## src/hdl/hnl_pkg.sv

```systemverilog
`default_nettype none
package hnl_pkg;

  typedef struct packed {
    logic [6:0] pitch;
    logic [6:0] velocity;
  } entry_t;

  typedef struct packed {
    logic ins;
    logic shift;
    logic wrap;
  } cell_ctrl_t;

  typedef enum logic [1:0] {
    ST_IDLE,
    ST_PASS,
    ST_FLUSH
  } state_t;

  localparam logic MODE_VELOCITY = 1'b0;
  localparam logic MODE_PITCH    = 1'b1;

endpackage
`default_nettype wire

```

## src/hdl/held_note_list.sv

```systemverilog
`default_nettype none
// channel  | ports                                          | handshake
// ---------+------------------------------------------------+------------------------
// input    | mode, value                                    | start && !busy
// result   | pitch, velocity, last, empty_res, dropped      | strobe, one cycle each
//
// a velocity word is taken while the list stays idle; a pitch word runs a pass over n
// entries, n being those held after a note-on, or before a note-off, and then a flush
// each pass cycle moves the head cell out and rotates it to the tail, dropping the
// first matching entry on note-off
// a kept entry is held in pend after passing the head and leaves as a result when the
// next kept entry passes; the final word, or the empty word, comes from the flush cycle
// rst is synchronous and empties the list; the receiver cannot stall, so
// busy depends on the pass and the flush alone
module held_note_list #(
  parameter int MAX_HELD = 16
) (
  input  wire       clk,
  input  wire       rst,
  input  wire       start,
  output logic      busy,
  input  wire       mode,
  input  wire [6:0] value,
  output logic      strobe,
  output logic [6:0] pitch,
  output logic [6:0] velocity,
  output logic      last,
  output logic      empty_res,
  output logic      dropped
);
  import hnl_pkg::*;

  localparam int CW = $clog2(MAX_HELD + 1);
  localparam logic [CW-1:0] FULL = CW'(MAX_HELD);

  state_t state, state_next;

  logic [CW-1:0] count;
  logic [CW-1:0] pass_left;
  logic [6:0]    cur_vel;
  logic [6:0]    key;
  logic          del_en;
  logic          drop;
  entry_t        pend;
  logic          pend_valid;

  entry_t     cells [MAX_HELD];
  entry_t     head;
  entry_t     new_entry;
  cell_ctrl_t ctrl;
  logic [MAX_HELD-1:0] tail_hit;
  logic [MAX_HELD-1:0] ins_hit;

  logic accept;
  logic pass_act;
  logic is_rm;
  logic keep;
  logic do_ins;
  logic emit;
  logic emit_last;
  logic emit_empty;
  entry_t emit_entry;

  assign accept   = start && (state == ST_IDLE);
  assign head     = cells[0];
  assign pass_act = (state == ST_PASS) && (pass_left != '0);
  assign is_rm    = pass_act && del_en && (head.pitch == key);
  assign keep     = pass_act && !is_rm;
  assign do_ins   = accept && (mode == MODE_PITCH) && (cur_vel != 7'd0) && (count != FULL);

  assign new_entry.pitch    = value;
  assign new_entry.velocity = cur_vel;

  assign ctrl.ins   = do_ins;
  assign ctrl.shift = pass_act;
  assign ctrl.wrap  = keep;

  for (genvar g = 0; g < MAX_HELD; g++) begin : g_cell
    assign tail_hit[g] = (count == CW'(g + 1));
    assign ins_hit[g]  = (count == CW'(g));
    if (g == MAX_HELD - 1) begin : g_end
      hnl_cell u_cell (
        .clk       (clk),
        .ctrl      (ctrl),
        .tail_hit  (tail_hit[g]),
        .ins_hit   (ins_hit[g]),
        .head      (head),
        .right     (cells[g]),
        .new_entry (new_entry),
        .q         (cells[g])
      );
    end else begin : g_mid
      hnl_cell u_cell (
        .clk       (clk),
        .ctrl      (ctrl),
        .tail_hit  (tail_hit[g]),
        .ins_hit   (ins_hit[g]),
        .head      (head),
        .right     (cells[g+1]),
        .new_entry (new_entry),
        .q         (cells[g])
      );
    end
  end

  // next state
  always_comb begin
    state_next = state;
    unique case (state)
      ST_IDLE: begin
        if (accept && (mode == MODE_PITCH)) state_next = ST_PASS;
      end
      ST_PASS: begin
        if (pass_left == '0) state_next = ST_FLUSH;
      end
      ST_FLUSH: state_next = ST_IDLE;
      default:  state_next = ST_IDLE;
    endcase
  end

  // result word
  always_comb begin
    emit       = 1'b0;
    emit_last  = 1'b0;
    emit_empty = 1'b0;
    emit_entry = pend;
    unique case (state)
      ST_PASS: begin
        emit = keep && pend_valid;
      end
      ST_FLUSH: begin
        emit      = 1'b1;
        emit_last = 1'b1;
        if (!pend_valid) begin
          emit_empty = 1'b1;
          emit_entry = '0;
        end
      end
      default: emit = 1'b0;
    endcase
  end

  assign busy = (state != ST_IDLE);

  always_ff @(posedge clk) begin
    if (rst) begin
      state      <= ST_IDLE;
      count      <= '0;
      cur_vel    <= 7'd0;
      strobe     <= 1'b0;
      pend_valid <= 1'b0;
      del_en     <= 1'b0;
      pass_left  <= '0;
    end else begin
      state  <= state_next;
      strobe <= emit;
      if (accept) begin
        if (mode == MODE_VELOCITY) begin
          cur_vel <= value;
        end else begin
          key        <= value;
          del_en     <= (cur_vel == 7'd0);
          drop       <= (cur_vel != 7'd0) && (count == FULL);
          pend_valid <= 1'b0;
          count      <= count + CW'(do_ins);
          pass_left  <= count + CW'(do_ins);
        end
      end else if (pass_act) begin
        pass_left <= pass_left - CW'(1);
        if (is_rm) begin
          del_en <= 1'b0;
          count  <= count - CW'(1);
        end
        if (keep) begin
          pend       <= head;
          pend_valid <= 1'b1;
        end
      end
    end
  end

  always_ff @(posedge clk) begin
    if (emit) begin
      pitch     <= emit_entry.pitch;
      velocity  <= emit_entry.velocity;
      last      <= emit_last;
      empty_res <= emit_empty;
      dropped   <= drop;
    end
  end

endmodule
`default_nettype wire

```

## src/hdl/hnl_cell.sv

```systemverilog
`default_nettype none
module hnl_cell (
  input  wire                      clk,
  input  wire hnl_pkg::cell_ctrl_t ctrl,
  input  wire                      tail_hit,
  input  wire                      ins_hit,
  input  wire hnl_pkg::entry_t     head,
  input  wire hnl_pkg::entry_t     right,
  input  wire hnl_pkg::entry_t     new_entry,
  output hnl_pkg::entry_t          q
);
  import hnl_pkg::*;

  entry_t data;

  always_ff @(posedge clk) begin
    if (ctrl.ins && ins_hit) begin
      data <= new_entry;
    end else if (ctrl.shift) begin
      if (ctrl.wrap && tail_hit) begin
        data <= head;
      end else begin
        data <= right;
      end
    end
  end

  assign q = data;

endmodule
`default_nettype wire

```

## config.mk

```make
export PLATFORM = sky130hd
export DESIGN_NAME = held_note_list
export DESIGN_NICKNAME = d
export VERILOG_FILES = /design/src/hdl/hnl_pkg.sv /design/src/hdl/held_note_list.sv /design/src/hdl/hnl_cell.sv
export SDC_FILE = /design/constraint.sdc
export NUM_CORES = 1
export LEC_CHECK = 0
export BUFFER_PORTS_ARGS = -buffer_cell sky130_fd_sc_hd__buf_2
export CAP_MARGIN = 20
export CORE_MARGIN = 3
export CORE_UTILIZATION = 59
export CTS_CLUSTER_DIAMETER = 30
export DETAILED_ROUTE_END_ITERATION = 8
export PLACE_DENSITY = 0.87
export SLEW_MARGIN = 20
export SYNTH_ARGS = -nofsm -noshare
export SYNTH_HDL_FRONTEND = slang
export SYNTH_SLANG_ARGS = --single-unit
```

## constraint.sdc

```tcl
create_clock -name clk -period 3.77 [get_ports clk]
set_input_delay 0.754 -clock clk [delete_from_list [all_inputs] [get_ports clk]]
set_output_delay 0.754 -clock clk [all_outputs]
set_load 0.02 [all_outputs]
```

# After elaboration in Yosys (flattened, before gate mapping)
# Index checks and enable logic that the tools add are counted.
dict set report totals {
  regBits 285
  out_inout_bits 19
  word_cells 227
}
dict set report classes {
  n_addsub 3
  eq_ne 24
  mux 70
  bitwise_logic 3
  n_reduce_logical 79
}
# cell n
set ops {}
lappend ops {{2-to-1 mux 14 bit} 50}
lappend ops {{logical AND 1 bit} 42}
lappend ops {{nonzero test 2 bit} 21}
lappend ops {{equality test 5 x 4 -> 1 bit (second input constant)} 8}
lappend ops {{2-to-1 mux 5 bit} 6}
lappend ops {{equality test 5 x 3 -> 1 bit (second input constant)} 4}
lappend ops {{equality test 5 x 2 -> 1 bit (second input constant)} 2}
lappend ops {{logical NOT 5 bit} 2}
lappend ops {{2-to-1 mux 1 bit} 10}
lappend ops {{AND reduction 2 bit} 5}
lappend ops {{subtractor 5 x 1 -> 5 bit (second input constant)} 2}
lappend ops {{AND reduction 3 bit} 3}
lappend ops {{equality test 7 bit} 1}
lappend ops {{logical NOT 7 bit} 1}
lappend ops {{nonzero test 7 bit} 1}
lappend ops {{!= test 2 x 1 -> 1 bit (second input constant)} 3}
lappend ops {{adder 5 x 1 -> 5 bit} 1}
lappend ops {{equality test 5 x 1 -> 1 bit (second input constant)} 1}
lappend ops {{equality test 5 bit (second input constant)} 1}
lappend ops {{!= test 5 bit (second input constant)} 1}
lappend ops {{nonzero test 5 bit} 1}
lappend ops {{2-to-1 mux 2 bit} 2}
lappend ops {{case mux 2 bit (2 select lines)} 1}
lappend ops {{AND reduction 4 bit} 1}
lappend ops {{other kinds (7)} 9}

# Longest topological paths before layout
# Gate-level depths: netlist of the first run.
dict set report depth {
  ltp_word 10
  ltp_mapped 11
  mapped_depth_nobuf 10
}

# Cells and area by module
# From an unflattened synthesis of the first run, not the netlist that was laid out.
dict set report hier_totals {
  cells_unflattened 1549
  area_unflattened_um2 17523.1
}
# module n_inst cells_per_inst area_each_um2 seq_area_each_um2
set modules_own_cells {}
lappend modules_own_cells {hnl_cell 16 81 923.4 420.4}
lappend modules_own_cells {held_note_list 1 253 2748.9 1611.5}

# Worst setup path before layout of the first run
# OpenSTA, ideal clock, no wires.
dict set report synth_timing {
  kind {register -> register}
  startpoint {register g_cell[0].g_mid.u_cell.data (netlist bit g_cell[0].g_mid.u_cell.q[11])}
  endpoint {register pend[0] in the netlist's numbering (enable)}
  arrival_time_ns 2.385
  required_time_ns 3.367
  slack_ns 0.982
  stages_incl_launch_ff 8
  cell_sequence {edfxtp_1 buf_2 xnor2_1 nand4_1 buf_4 or2_1 nand2_1 nor3_1}
}
dict set report synth_between {
  elab_chain_len 5
}
# item line_no
set synth_rtl {}
lappend synth_rtl {{start: declaration} hnl_cell.sv:14} ;# entry_t data;
lappend synth_rtl {{start signal: assignment} hnl_cell.sv:18} ;# data <= new_entry;
lappend synth_rtl {{start signal: assignment} hnl_cell.sv:23} ;# data <= right;
lappend synth_rtl {{equality test 7 bit} held_note_list.sv:67} ;# assign is_rm = pass_act && del_en && (head.pitch == key);
lappend synth_rtl {{logical AND 1 bit} held_note_list.sv:67}
lappend synth_rtl {{logical NOT 1 bit} held_note_list.sv:68} ;# assign keep = pass_act && !is_rm;
lappend synth_rtl {{logical AND 1 bit} held_note_list.sv:68}
lappend synth_rtl {{AND reduction 4 bit (no source line)} -}
lappend synth_rtl {{end signal: assignment} held_note_list.sv:175} ;# pend <= head;
lappend synth_rtl {{end: declaration} held_note_list.sv:44} ;# entry_t pend;
# No other way between the ends.
# A chain may end at the register's enable or synchronous reset.

# Worst setup path after layout of the first run
dict set report layout_timing {
  startpoint {register cur_vel[6]}
  endpoint {register g_cell[15].g_end.u_cell.data (netlist bit g_cell[15].g_end.u_cell.q[11]) (enable)}
}
dict set report layout_between {
  elab_chain_len 6
  word_cells_on_any_way 7
  classes_between {7 x reduce/logical}
}
# item line_no
set layout_rtl {}
lappend layout_rtl {{start: declaration} held_note_list.sv:40} ;# logic [6:0] cur_vel;
lappend layout_rtl {{start signal: assignment} held_note_list.sv:159} ;# cur_vel <= value;
lappend layout_rtl {{nonzero test 7 bit (*)} held_note_list.sv:69} ;# assign do_ins = accept && (mode == MODE_PITCH) && (cur_vel != 7'd0) && (count != FULL);
lappend layout_rtl {{logical AND 1 bit (*) (2 in series)} held_note_list.sv:69}
lappend layout_rtl {{logical AND 1 bit (*)} hnl_cell.sv:17} ;# if (ctrl.ins && ins_hit) begin
lappend layout_rtl {{nonzero test 2 bit (no source line)} -}
lappend layout_rtl {{AND reduction 2 bit (no source line) (*)} -}
lappend layout_rtl {{end signal: assignment} hnl_cell.sv:18}
lappend layout_rtl {{end signal: assignment} hnl_cell.sv:23}
lappend layout_rtl {{end: declaration} hnl_cell.sv:14}
# Every way passes the cells marked *; elsewhere a longest branch is shown, timed or not.

==> results by group, run 1 <==
Synth
  – Ys flop type: edfxtp_1
  – Yosys cell types: 57
  – Avg Synthesized Cell Area: 10.8 µm²
  – Syn Inst Count: 1353
  – Share of flip-flops with an asynchronous set or reset: 0%
  – Post-synth net total: 1377
  – Synth Register Bits: 285
  – Combinational family with the most area after synthesis: simple AND/OR/NAND/NOR gates
  – XOR/XNOR Fraction of Synth Area: 0.600%
  – Post-synthesis mux area share: 10.4%
  – Synth Area in Adders: 1.11%
  – Area contributors post-synth: edfxtp_1, mux2i_1, nor2_1
  – Ys Warns: 0
  – Sequential fraction of the synthesis area: 57.1%
  – Post-Synth Simple-Gate Area: 14.2%
  – Synth Area in Compound Gates: 11.4%
  – Post-Syn Area: 0.0146 mm²
  – Post-synth EDFFs: 263
  – Most common cell in the netlist: edfxtp_1
  – Share of the synthesized area in the top cell type: 54.1%
  – Post-synth top cells: edfxtp_1, nor2_1, nand2_1, a21oi_1, mux2i_1
  – Cell accounting for the most synthesized area: edfxtp_1

Placement
  – Detail Placement HPWL: 23.1 mm
  – RD Place Congestion: 0.976
  – # port buffers: 29
  – Placed insts: 1601
  – Post-place setup slack: 0.994 ns

STA
  – Rel. slew slack: 25.5%
  – Clock skew: 0.0211 ns
  – Fin. Hold Viols: 0
  – Fin. max-slew vios: 0
  – Fin crit share: 77.3%
  – Setup Viol. Count Final: 0
  – Min Tclk post-route: 2.91 ns
  – Worst-Margin Slew: 1.12 ns
  – Final worst slack: 0.856 ns
  – TNS Setup: 0 ns
  – Unrepaired setup endpoints after global routing: no
  – Maximum clock frequency: 343 MHz

Route
  – DR WL/cell: 23.3 µm
  – Initial drt markers: 1678
  – Vias: 10900
  – DRT Pass-1 Iters: 7
  – Routed Antenna Nets: 0
  – Vias per cell: 6.44
  – # DRC: 0
  – WL final: 39.4 mm

Clocking
  – Clk root buf: clkbuf_16
  – H-tree depth: 2
  – Clock transition at path regs: 0.05 ns
  – Insertion delay to the later sink of the worst-skew pair: 0.56 ns
  – Hold-fix buffers, CTS: 0
  – CTS max path bufs: 3
  – Post_cts resized: 0
  – TritonCTS clock tree: yes
  – Postcts setup bufs: 0
  – Sink Count: 285
  – CTS Buf Count: 50

GRT
  – GRT Overall Usage: 29.6%
  – First-pass GRT wire length: 59.9 mm
  – GRT overflow: 0
  – Largest net degree at the start of global routing: 30
  – Number of global-route vias before repair: 10500
  – Initial antenna violation count: 0

Status
  – Status: completed

Power
  – Sw power: 3.09 mW
  – Leakage power: 6.96 nW
  – Switching fraction of total power: 28.6%
  – Clock network power share: 44.6%
  – VDD IR max: 0.453 mV
  – Sequential Power Share: 41.0%
  – Internal power: 7.72 mW
  – Power density over cell area: 656 mW/mm²
  – Portion of total power attributed to combinational logic: 14.4%

Worst setup path
  – Crit path DAT: 3.15 ns
  – Largest stage delay, worst path: 1.05 ns
  – WS Path Type: reg -> reg
  – CP Cell Sequence: or4_4 > o21a_4 > and2_4 > o21bai_1 > buf_4
  – Data required time at the worst endpoint: 4.00 ns
  – Endpoint type of the worst setup path: flop
  – Startpoint Class: flop
  – Crit path max fanout: 18
  – Crit-path slowest cell: dfxtp_1

Floorplanning
  – Die W: 163 µm
  – Initial Util: 61.1%
  – Die H: 163 µm
  – Core ar.: 0.0239 mm²
  – Full die area: 0.0267 mm²
  – Io pins: 30
  – Core Rows: 56

Cells and area
  – Area delta synth->final: 12.9%
  – Number of diodes: 0
  – Final net count: 1358
  – Layout Cells excl Fill: 1694
  – Share of cells above drive strength 1: 14.4%

Worst hold path
  – Hold Path Class: reg -> reg

Job
  – Max-cap viol count: 0
## worst paths after layout
kind              cells after the start                             to       start  slack (ns)
setup / recovery                      5  g_cell[15].g_end.u_cell.q[11]  cur_vel[6]        0.86
hold / removal                        0                        dropped        drop        0.44
setup reg to reg                      5  g_cell[15].g_end.u_cell.q[11]  cur_vel[6]        0.86
hold reg to reg                       0                        dropped        drop        0.44
## worst max-delay path: cells and delay by family (launching register included)
family	cells	cell delay (ns)
flip-flops	1	1.05
AND/OR/NAND/NOR	2	0.67
buffers and inverters	1	0.33
AO/OA/AOI/OAI	2	0.53
## layer usage
| metal | wire length, µm | global-route usage, % |
|---|---|---|
| met5 | 0 | 0 |
| met4 | 2100 | 15.1 |
| met3 | 4970 | 7.05 |
| met2 | 17800 | 45.5 |
| met1 | 14500 | 39.5 |
## state kept, by name, summed over array words and instances (netlist names), 2 cells and up
register / flops
g_cell.g_mid.u_cell.q: 210
g_cell.g_end.u_cell.q: 14
state: 2
pass_left: 5
velocity: 7
pitch: 7
key: 7
pend: 14
cur_vel: 7
count: 5
## layout make-up
cell class | count | area, µm²
Clock buffer | 52 | 1280
Clock inverter | 41 | 520
Fill cell | 1591 | 7400
Inverter | 8 | 30.0
Multi-Input combinational cell | 925 | 5510
Sequential cell | 285 | 8340
Tap cell | 319 | 399
Timing Repair Buffer | 64 | 408
## cell families after synthesis
logic type | after synthesis
and+or+nand+nor | 502
xor gates and xnor gates | 10
adders and majority gates | 13
DFF | 285
AOI/OAI and AO/OA | 256
buffers and inverters | 143
muxes | 144
## cells in the final DEF (no fill, tap or decap), types with 3 or more instances in the layout
cell type,synthesis,final
xnor2_1,9,9
dfxtp_1,22,22
nand4_1,3,3
and2_1,15,15
clkinvlp_4,0,6
nand2b_1,9,9
o211ai_2,6,6
a21oi_1,128,128
bufinv_16,0,9
inv_8,0,3
edfxtp_1,263,263
o211ai_4,7,7
mux2_1,9,9
clkinv_2,0,4
a31oi_1,88,88
inv_6,0,13
nand3_1,4,4
clkbuf_16,0,51
clkinv_4,0,3
buf_2,50,29
o21ai_0,3,3
nor2b_1,5,5
nand2_1,217,217
clkinv_1,0,3
inv_1,8,8
mux2_2,13,13
nor3_1,8,7
buf_4,24,35
o211a_1,7,7
mux2i_1,113,113
nor2_1,225,225
ha_1,13,13
mux2_4,9,9
nor3b_1,3,3
## stage by stage
stage	power, mW	instance area (µm²)	util (%)	hold slack, ns
finish	10.8	16500	69.0	0.437
global route	11.1	16500	69.0	0.459
CTS	10.8	16500	69.0	0.441
detailed placement	5.95	14700	61.4	0.435
global placement	5.87	14700	61.4	0.410
floorplan	5.38	14600	-	0.400
## power by group through the flow
stage                     logic (mW)  registers (mW)  clock network (mW)
after detailed placement        1.48            4.47                   0
after global routing            1.66            4.46                4.99
after floorplan                 1.09            4.29                   0
after CTS                       1.52            4.42                4.83
after global placement          1.42            4.45                   0
final                           1.55            4.44                4.82
Note: power is estimated with default switching activity, not from simulation.
==> run 2: changes to the inputs <==
- clock period: 3.77 -> 2.8 ns (I/O delays scaled with it)
==> run 2 against run 1 <==
  * The run now ends with setup timing left
  * Critical path depth is 2 higher
  * Combinational power is 42% higher
  * Worst setup slack worse by 0.87 ns
  * Final cell count is 1.9% higher
  * Total power is 30% higher
  * Clock power is 22% higher
  * Hold slack worse by 0.019 ns
  * Final area is 0.75% higher
  * Global-route usage is 0.97 points higher
  * Non-clock buffer count is 28 higher
  * Critical endpoint is now g_cell[6].g_mid.u_cell.q[13]
  * Via count is 3.1% higher
  * Largest power group is now registers
==> results by group, run 2 (same netlist as run 1, synthesis figures left out) <==
Worst setup path
  – WS Path Type: reg -> reg
  – Data required time at the worst endpoint: 3.10 ns (-0.90 ns)
  – Startpoint Class: flop
  – Endpoint type of the worst setup path: flop
  – Flop2flop setup slack: -0.02 ns (-0.87 ns)
  – Crit path from: state[1]
  – Crit path DAT: 3.12 ns (-0.03 ns)
  – Worst Reg2Reg Path Length in Cells: 7 (+2)
  – FF-to-FF Start: state[1]
  – Crit path max fanout: 25 (+7)

Clocking
  – CTS max path bufs: 3 (unchanged)
  – Sink Count: 285 (unchanged)
  – CTS Buf Count: 53 (+6.0%)
  – Clk root buf: clkbuf_16
  – TritonCTS clock tree: yes
  – Clock transition at path regs: 0.05 ns (about the same)
  – H-tree depth: 2 (unchanged)
  – Insertion delay to the later sink of the worst-skew pair: 0.57 ns (about the same)

STA
  – Maximum clock frequency: 355 MHz (+3.5%)
  – Worst hold slack: 0.418 ns (-0.0189 ns)
  – Fin. max-slew vios: 0 (unchanged)
  – Fin. Hold Viols: 0 (unchanged)
  – Min Tclk post-route: 2.82 ns (-0.0977 ns)
  – Rel. slew slack: 28.7% (+3.2 points)
  – Setup Viol. Count Final: 1 (+1)
  – Worst-Margin Slew: 1.07 ns (-0.0463 ns)
  – Fin crit share: 101% (+23 points)
  – TNS Setup: -0.0164 ns (-0.0164 ns)
  – Clock skew: 0.0291 ns (+0.00798 ns)
  – Final worst slack: -0.0164 ns (-0.872 ns)

Route
  – DR top layer: met4
  – Vias: 11200 (+3.1%)
  – WL final: 42.1 mm (+6.9%)
  – DR WL/cell: 24.4 µm (+4.9%)
  – # DRC: 0 (unchanged)
  – Routed Antenna Nets: 0 (unchanged)
  – Post-Route M1 WL: 14.8 mm (+2.3%)
  – DRT Pass-1 Iters: 7 (unchanged)
  – Vias per cell: 6.51 (+1.2%)
  – Met2 wire len: 19.4 mm (+8.7%)
  – Initial drt markers: 1883 (+12%)
  – Met3 wire len: 5.37 mm (+8.1%)

Floorplanning
  – Core Rows: 56 (unchanged)
  – Full die area: 0.0267 mm² (unchanged)
  – Die W: 163 µm (unchanged)
  – Die H: 163 µm (unchanged)
  – Initial Util: 61.1% (unchanged)
  – Io pins: 30 (unchanged)
  – Core ar.: 0.0239 mm² (unchanged)

Cells and area
  – Number of diodes: 0 (unchanged)
  – Highest-count cells in the layout ignoring fill and taps: edfxtp_1, nor2_1, nand2_1, a21oi_1, mux2i_1
  – Final net count: 1389 (+2.3%)
  – Commonest non-fill, non-tap cell in the layout: edfxtp_1
  – Non-Filler Cell Area, Final: 0.0166 mm² (+0.75%)
  – Largest register FFs: 210 (unchanged)
  – Layout Cells excl Fill: 1726 (+1.9%)
  – Share of cells above drive strength 1: 15.6% (+1.2 points)
  – Area delta synth->final: 13.7%
  – Fin util: 69.5% (+0.52 points)
  – Fillers: 1554 (-2.3%)

Placement
  – Detail Placement HPWL: 23.9 mm (+3.5%)
  – RD Place Congestion: 0.934 (-4.3%)
  – Placed Area: 0.0148 mm² (+0.78%)
  – Placed insts: 1613 (+0.75%)
  – # port buffers: 29 (unchanged)
  – Post-place setup slack: 0.184 ns (-0.809 ns)

Worst hold path
  – Hold Path Class: reg -> reg
  – Hold path cells: 0 (unchanged)
  – Hold_sp: drop

Power
  – Sw power: 4.11 mW (+33%)
  – Portion of total power attributed to combinational logic: 15.6% (+1.2 points)
  – Sequential Power Share: 42.4% (+1.4 points)
  – Internal power: 9.95 mW (+29%)
  – Switching fraction of total power: 29.2% (+0.64 points)
  – VDD IR max: 0.532 mV (+17%)
  – Leakage power: 7.01 nW (+0.79%)
  – Power density over cell area: 846 mW/mm² (+29%)
  – Total power: 14.1 mW (+30%)
  – Clock network power share: 41.9% (-2.7 points)

Status
  – Failing checks: setup timing
  – Status: finished, violations left

GRT
  – Initial antenna violation count: 0 (unchanged)
  – Number of global-route vias before repair: 10800 (+2.8%)
  – First-pass GRT wire length: 61.7 mm (+2.8%)
  – Largest net degree at the start of global routing: 30 (unchanged)
  – GRT overflow: 0 (unchanged)
  – GRT Overall Usage: 30.5% (+0.97 points)

Job
  – Max-cap viol count: 0 (unchanged)
==> run 2: power groups by stage <==
| stage | combinational, mW | clock [mW] | sequential [mW] |
|---|---|---|---|
| after floorplan | 1.47 | 0 | 5.78 |
| after global placement | 1.98 | 0 | 5.97 |
| after detailed placement | 2.07 | 0 | 6.00 |
| after CTS | 2.11 | 5.86 | 5.94 |
| after global routing | 2.32 | 6.09 | 6.00 |
| final | 2.20 | 5.90 | 5.96 |
==> run 2: worst max-delay path, stage by stage, from the launching register on <==
cell and delay, ns:
dfxtp_1 0.32, inv_1 0.13, ha_1 0.39, o31a_1 0.26, buf_12 0.23, o211a_1 0.58, nand2_1 0.14, a31oi_1 0.46
==> run 2: final timing paths <==
check / end
max reg2reg: g_cell[6].g_mid.u_cell.q[13]
max: g_cell[6].g_mid.u_cell.q[13]
min reg2reg: dropped
min: dropped
==> run 2: final cells by class <==
cell class              instances  area [µm²]  share of cell area [%]
flip-flops and latches        285        8340                    50.2
clock inverters                32         260                    1.57
repair buffers                 92         656                    3.95
well taps                     319         399                    2.40
inverters                       8        30.0                   0.181
clock buffers                  65        1400                    8.44
multi-input cells             925        5530                    33.3
==> run 2: routing by layer <==
metal / up-vias / track usage (%)
li1: 4853 / -
met1: 5288 / 39.8
met2: 892 / 47.5
met3: 206 / 6.82
met4: 0 / 17.2
met5: - / 0
==> run 2: repair_timing <==
item,in CTS,in global routing
buffers inserted,0,16
setup endpoints to repair,0,4
hold buffers,0,0
gates resized for setup,0,3
endpoints found under the hold margin,0,0
==> run 3: changes to the inputs <==
- PLACE_DENSITY: 0.87 -> 0.76
==> run 3 against run 2 <==
  * The run now ends clean
  * Final cell count did not move
  * Clock-buffer cell count rose by 1
  * Final area rose by 0.93%
  * Die area did not move
  * Worst setup slack improved by 0.19 ns
  * Via count fell by 5.4%
  * Largest power group is now the clock network
  * Highest routed layer unchanged
==> results by group, run 3 (same netlist as run 1, synthesis figures left out) <==
Status
  – Status: completed

Worst setup path
  – WS Path Type: reg -> reg
  – Endpoint type of the worst setup path: flop
  – Most used cell, CP: ha_1
  – CP bufs+invs: 1 (-1)
  – CP Cell Sequence: buf_4 > nand4bb_1 > o211a_1 > ha_1 > ha_1 > nand2_1 > nor2_1 > a31oi_1 > mux2_2
  – Largest stage delay, worst path: 0.46 ns (-0.12 ns)
  – Crit-path slowest cell: dfxtp_1
  – Crit path DAT: 3.07 ns (-0.05 ns)
  – Data required time at the worst endpoint: 3.24 ns (+0.14 ns)
  – Startpoint Class: flop
  – Worst path depth: 9 (+2)
  – Crit path max fanout: 11 (-56%)
  – Worst Reg2Reg Path Length in Cells: 9 (+2)
  – Crit path max-delay family: simple AND/OR/NAND/NOR gates

Placement
  – Detail Placement HPWL: 23.1 mm (-3.3%)
  – # port buffers: 29 (unchanged)
  – RD Place Congestion: 0.875 (-6.3%)

STA
  – Fin. Hold Viols: 0 (unchanged)
  – Min Tclk post-route: 2.63 ns (-0.186 ns)
  – Maximum clock frequency: 380 MHz (+7.1%)
  – Fin. max-slew vios: 0 (unchanged)
  – Unrepaired setup endpoints after global routing: no
  – Setup Viol. Count Final: 0 (-1)
  – Fin crit share: 94.0% (-6.6 points)
  – Rel. slew slack: 31.8% (+3.1 points)
  – Clock skew: 0.0224 ns (-0.00666 ns)
  – TNS Setup: 0 ns (+0.0164 ns)
  – Worst-Margin Slew: 1.02 ns (-0.0466 ns)

Route
  – WL final: 38.5 mm (-8.6%)
  – Initial drt markers: 1191 (-37%)
  – Routed Antenna Nets: 0 (unchanged)
  – DR WL/cell: 22.3 µm (-8.6%)
  – Vias: 10600 (-5.4%)
  – # DRC: 0 (unchanged)
  – DRT Pass-1 Iters: 7 (unchanged)
  – Vias per cell: 6.16 (-5.4%)

Worst hold path
  – Hold Path Class: reg -> reg
  – Hold path cells: 0 (unchanged)

Clocking
  – Clk root buf: clkbuf_16
  – Post_cts resized: 0 (unchanged)
  – CTS max path bufs: 3 (unchanged)
  – H-tree depth: 2 (unchanged)
  – Sink Count: 285 (unchanged)
  – Hold-fix buffers, CTS: 0 (unchanged)
  – Clock transition at path regs: 0.05 ns (about the same)
  – TritonCTS clock tree: yes
  – Postcts setup bufs: 0 (unchanged)
  – CTS Buf Count: 57 (+7.5%)
  – Insertion delay to the later sink of the worst-skew pair: 0.57 ns (about the same)

Cells and area
  – Number of diodes: 0 (unchanged)
  – Final net count: 1384 (-0.36%)
  – Share of cells above drive strength 1: 15.7% (+0.14 points)
  – Highest-count cells in the layout ignoring fill and taps: edfxtp_1, nor2_1, nand2_1, a21oi_1, mux2i_1
  – Commonest non-fill, non-tap cell in the layout: edfxtp_1
  – Area delta synth->final: 14.8%
  – Fillers: 1659 (+6.8%)
  – Largest register FFs: 210 (unchanged)

Power
  – Power density over cell area: 882 mW/mm² (+4.2%)
  – VDD IR max: 0.754 mV (+42%)
  – Total power: 14.8 mW (+5.2%)
  – Leakage power: 7.13 nW (+1.7%)

Floorplanning
  – Die H: 163 µm (unchanged)
  – Initial Util: 61.1% (unchanged)
  – Die W: 163 µm (unchanged)
  – Full die area: 0.0267 mm² (unchanged)
  – Core ar.: 0.0239 mm² (unchanged)
  – Io pins: 30 (unchanged)
  – Core Rows: 56 (unchanged)

GRT
  – Initial antenna violation count: 0 (unchanged)
  – First-pass GRT wire length: 59.2 mm (-4.0%)
  – GRT overflow: 0 (unchanged)
  – Largest net degree at the start of global routing: 30 (unchanged)
  – GRT Overall Usage: 29.3% (-1.3 points)
  – Number of global-route vias before repair: 10200 (-5.4%)

Job
  – Max-cap viol count: 0 (unchanged)
## run 3: changes by cell type in the layout (fill, tap and decap cells not counted), moves of 2 or more
cell,change
buf_12,-2
buf_4,-7
bufinv_16,+4
clkbuf_1,-4
clkbuf_16,+6
clkinv_8,-2
clkinvlp_4,-3
inv_6,+9
## run 3: per-layer routing
| metal | vias up | share of wire (%) | global-route usage, % |
|---|---|---|---|
| li1 | 4850 | - | - |
| met1 | 5089 | 39 | 39.4 |
| met2 | 568 | 48 | 46.8 |
| met3 | 127 | 8.9 | 5.30 |
| met4 | 0 | 4.2 | 13.0 |
| met5 | - | 0 | 0 |
## run 3: through the flow
stage	hold slack [ns]	instance area, µm²	cells	setup WS, ns	utilization [%]
after floorplan	0.400	14600	1353	0.0118	-
after global placement	0.439	14800	1620	0.185	62.1
after detailed placement	0.445	14800	1620	0.200	62.1
after CTS	0.448	16800	1726	0.196	70.2
after global routing	0.456	16800	1726	0.0350	70.2
final	0.451	16800	1726	0.169	70.2
## run 3: layout make-up
type / count / area [µm²] / area share [%]
tap: 319 / 399 / 2.38
multi-input combinational: 925 / 5510 / 32.8
clock buffer: 66 / 1520 / 9.08
clock inverter: 40 / 407 / 2.43
timing repair buffer: 83 / 563 / 3.36
sequential: 285 / 8340 / 49.7
inverter: 8 / 30.0 / 0.179
## run 3: final timing paths
check	start	end	slack, ns
worst max-delay path	count[2]	count[4]	0.17
worst min register to register	drop	dropped	0.45
worst max register to register	count[2]	count[4]	0.17
worst min-delay path	drop	dropped	0.45
## run 3: report_power, final
part	switching, mW	leakage (nW)	total [mW]	internal (mW)
Sequential	0.401	2.57	5.94	5.54
Combinational	1.42	3.62	2.10	0.677
Clock	2.29	0.944	6.74	4.45
Total	4.11	7.13	14.8	10.7
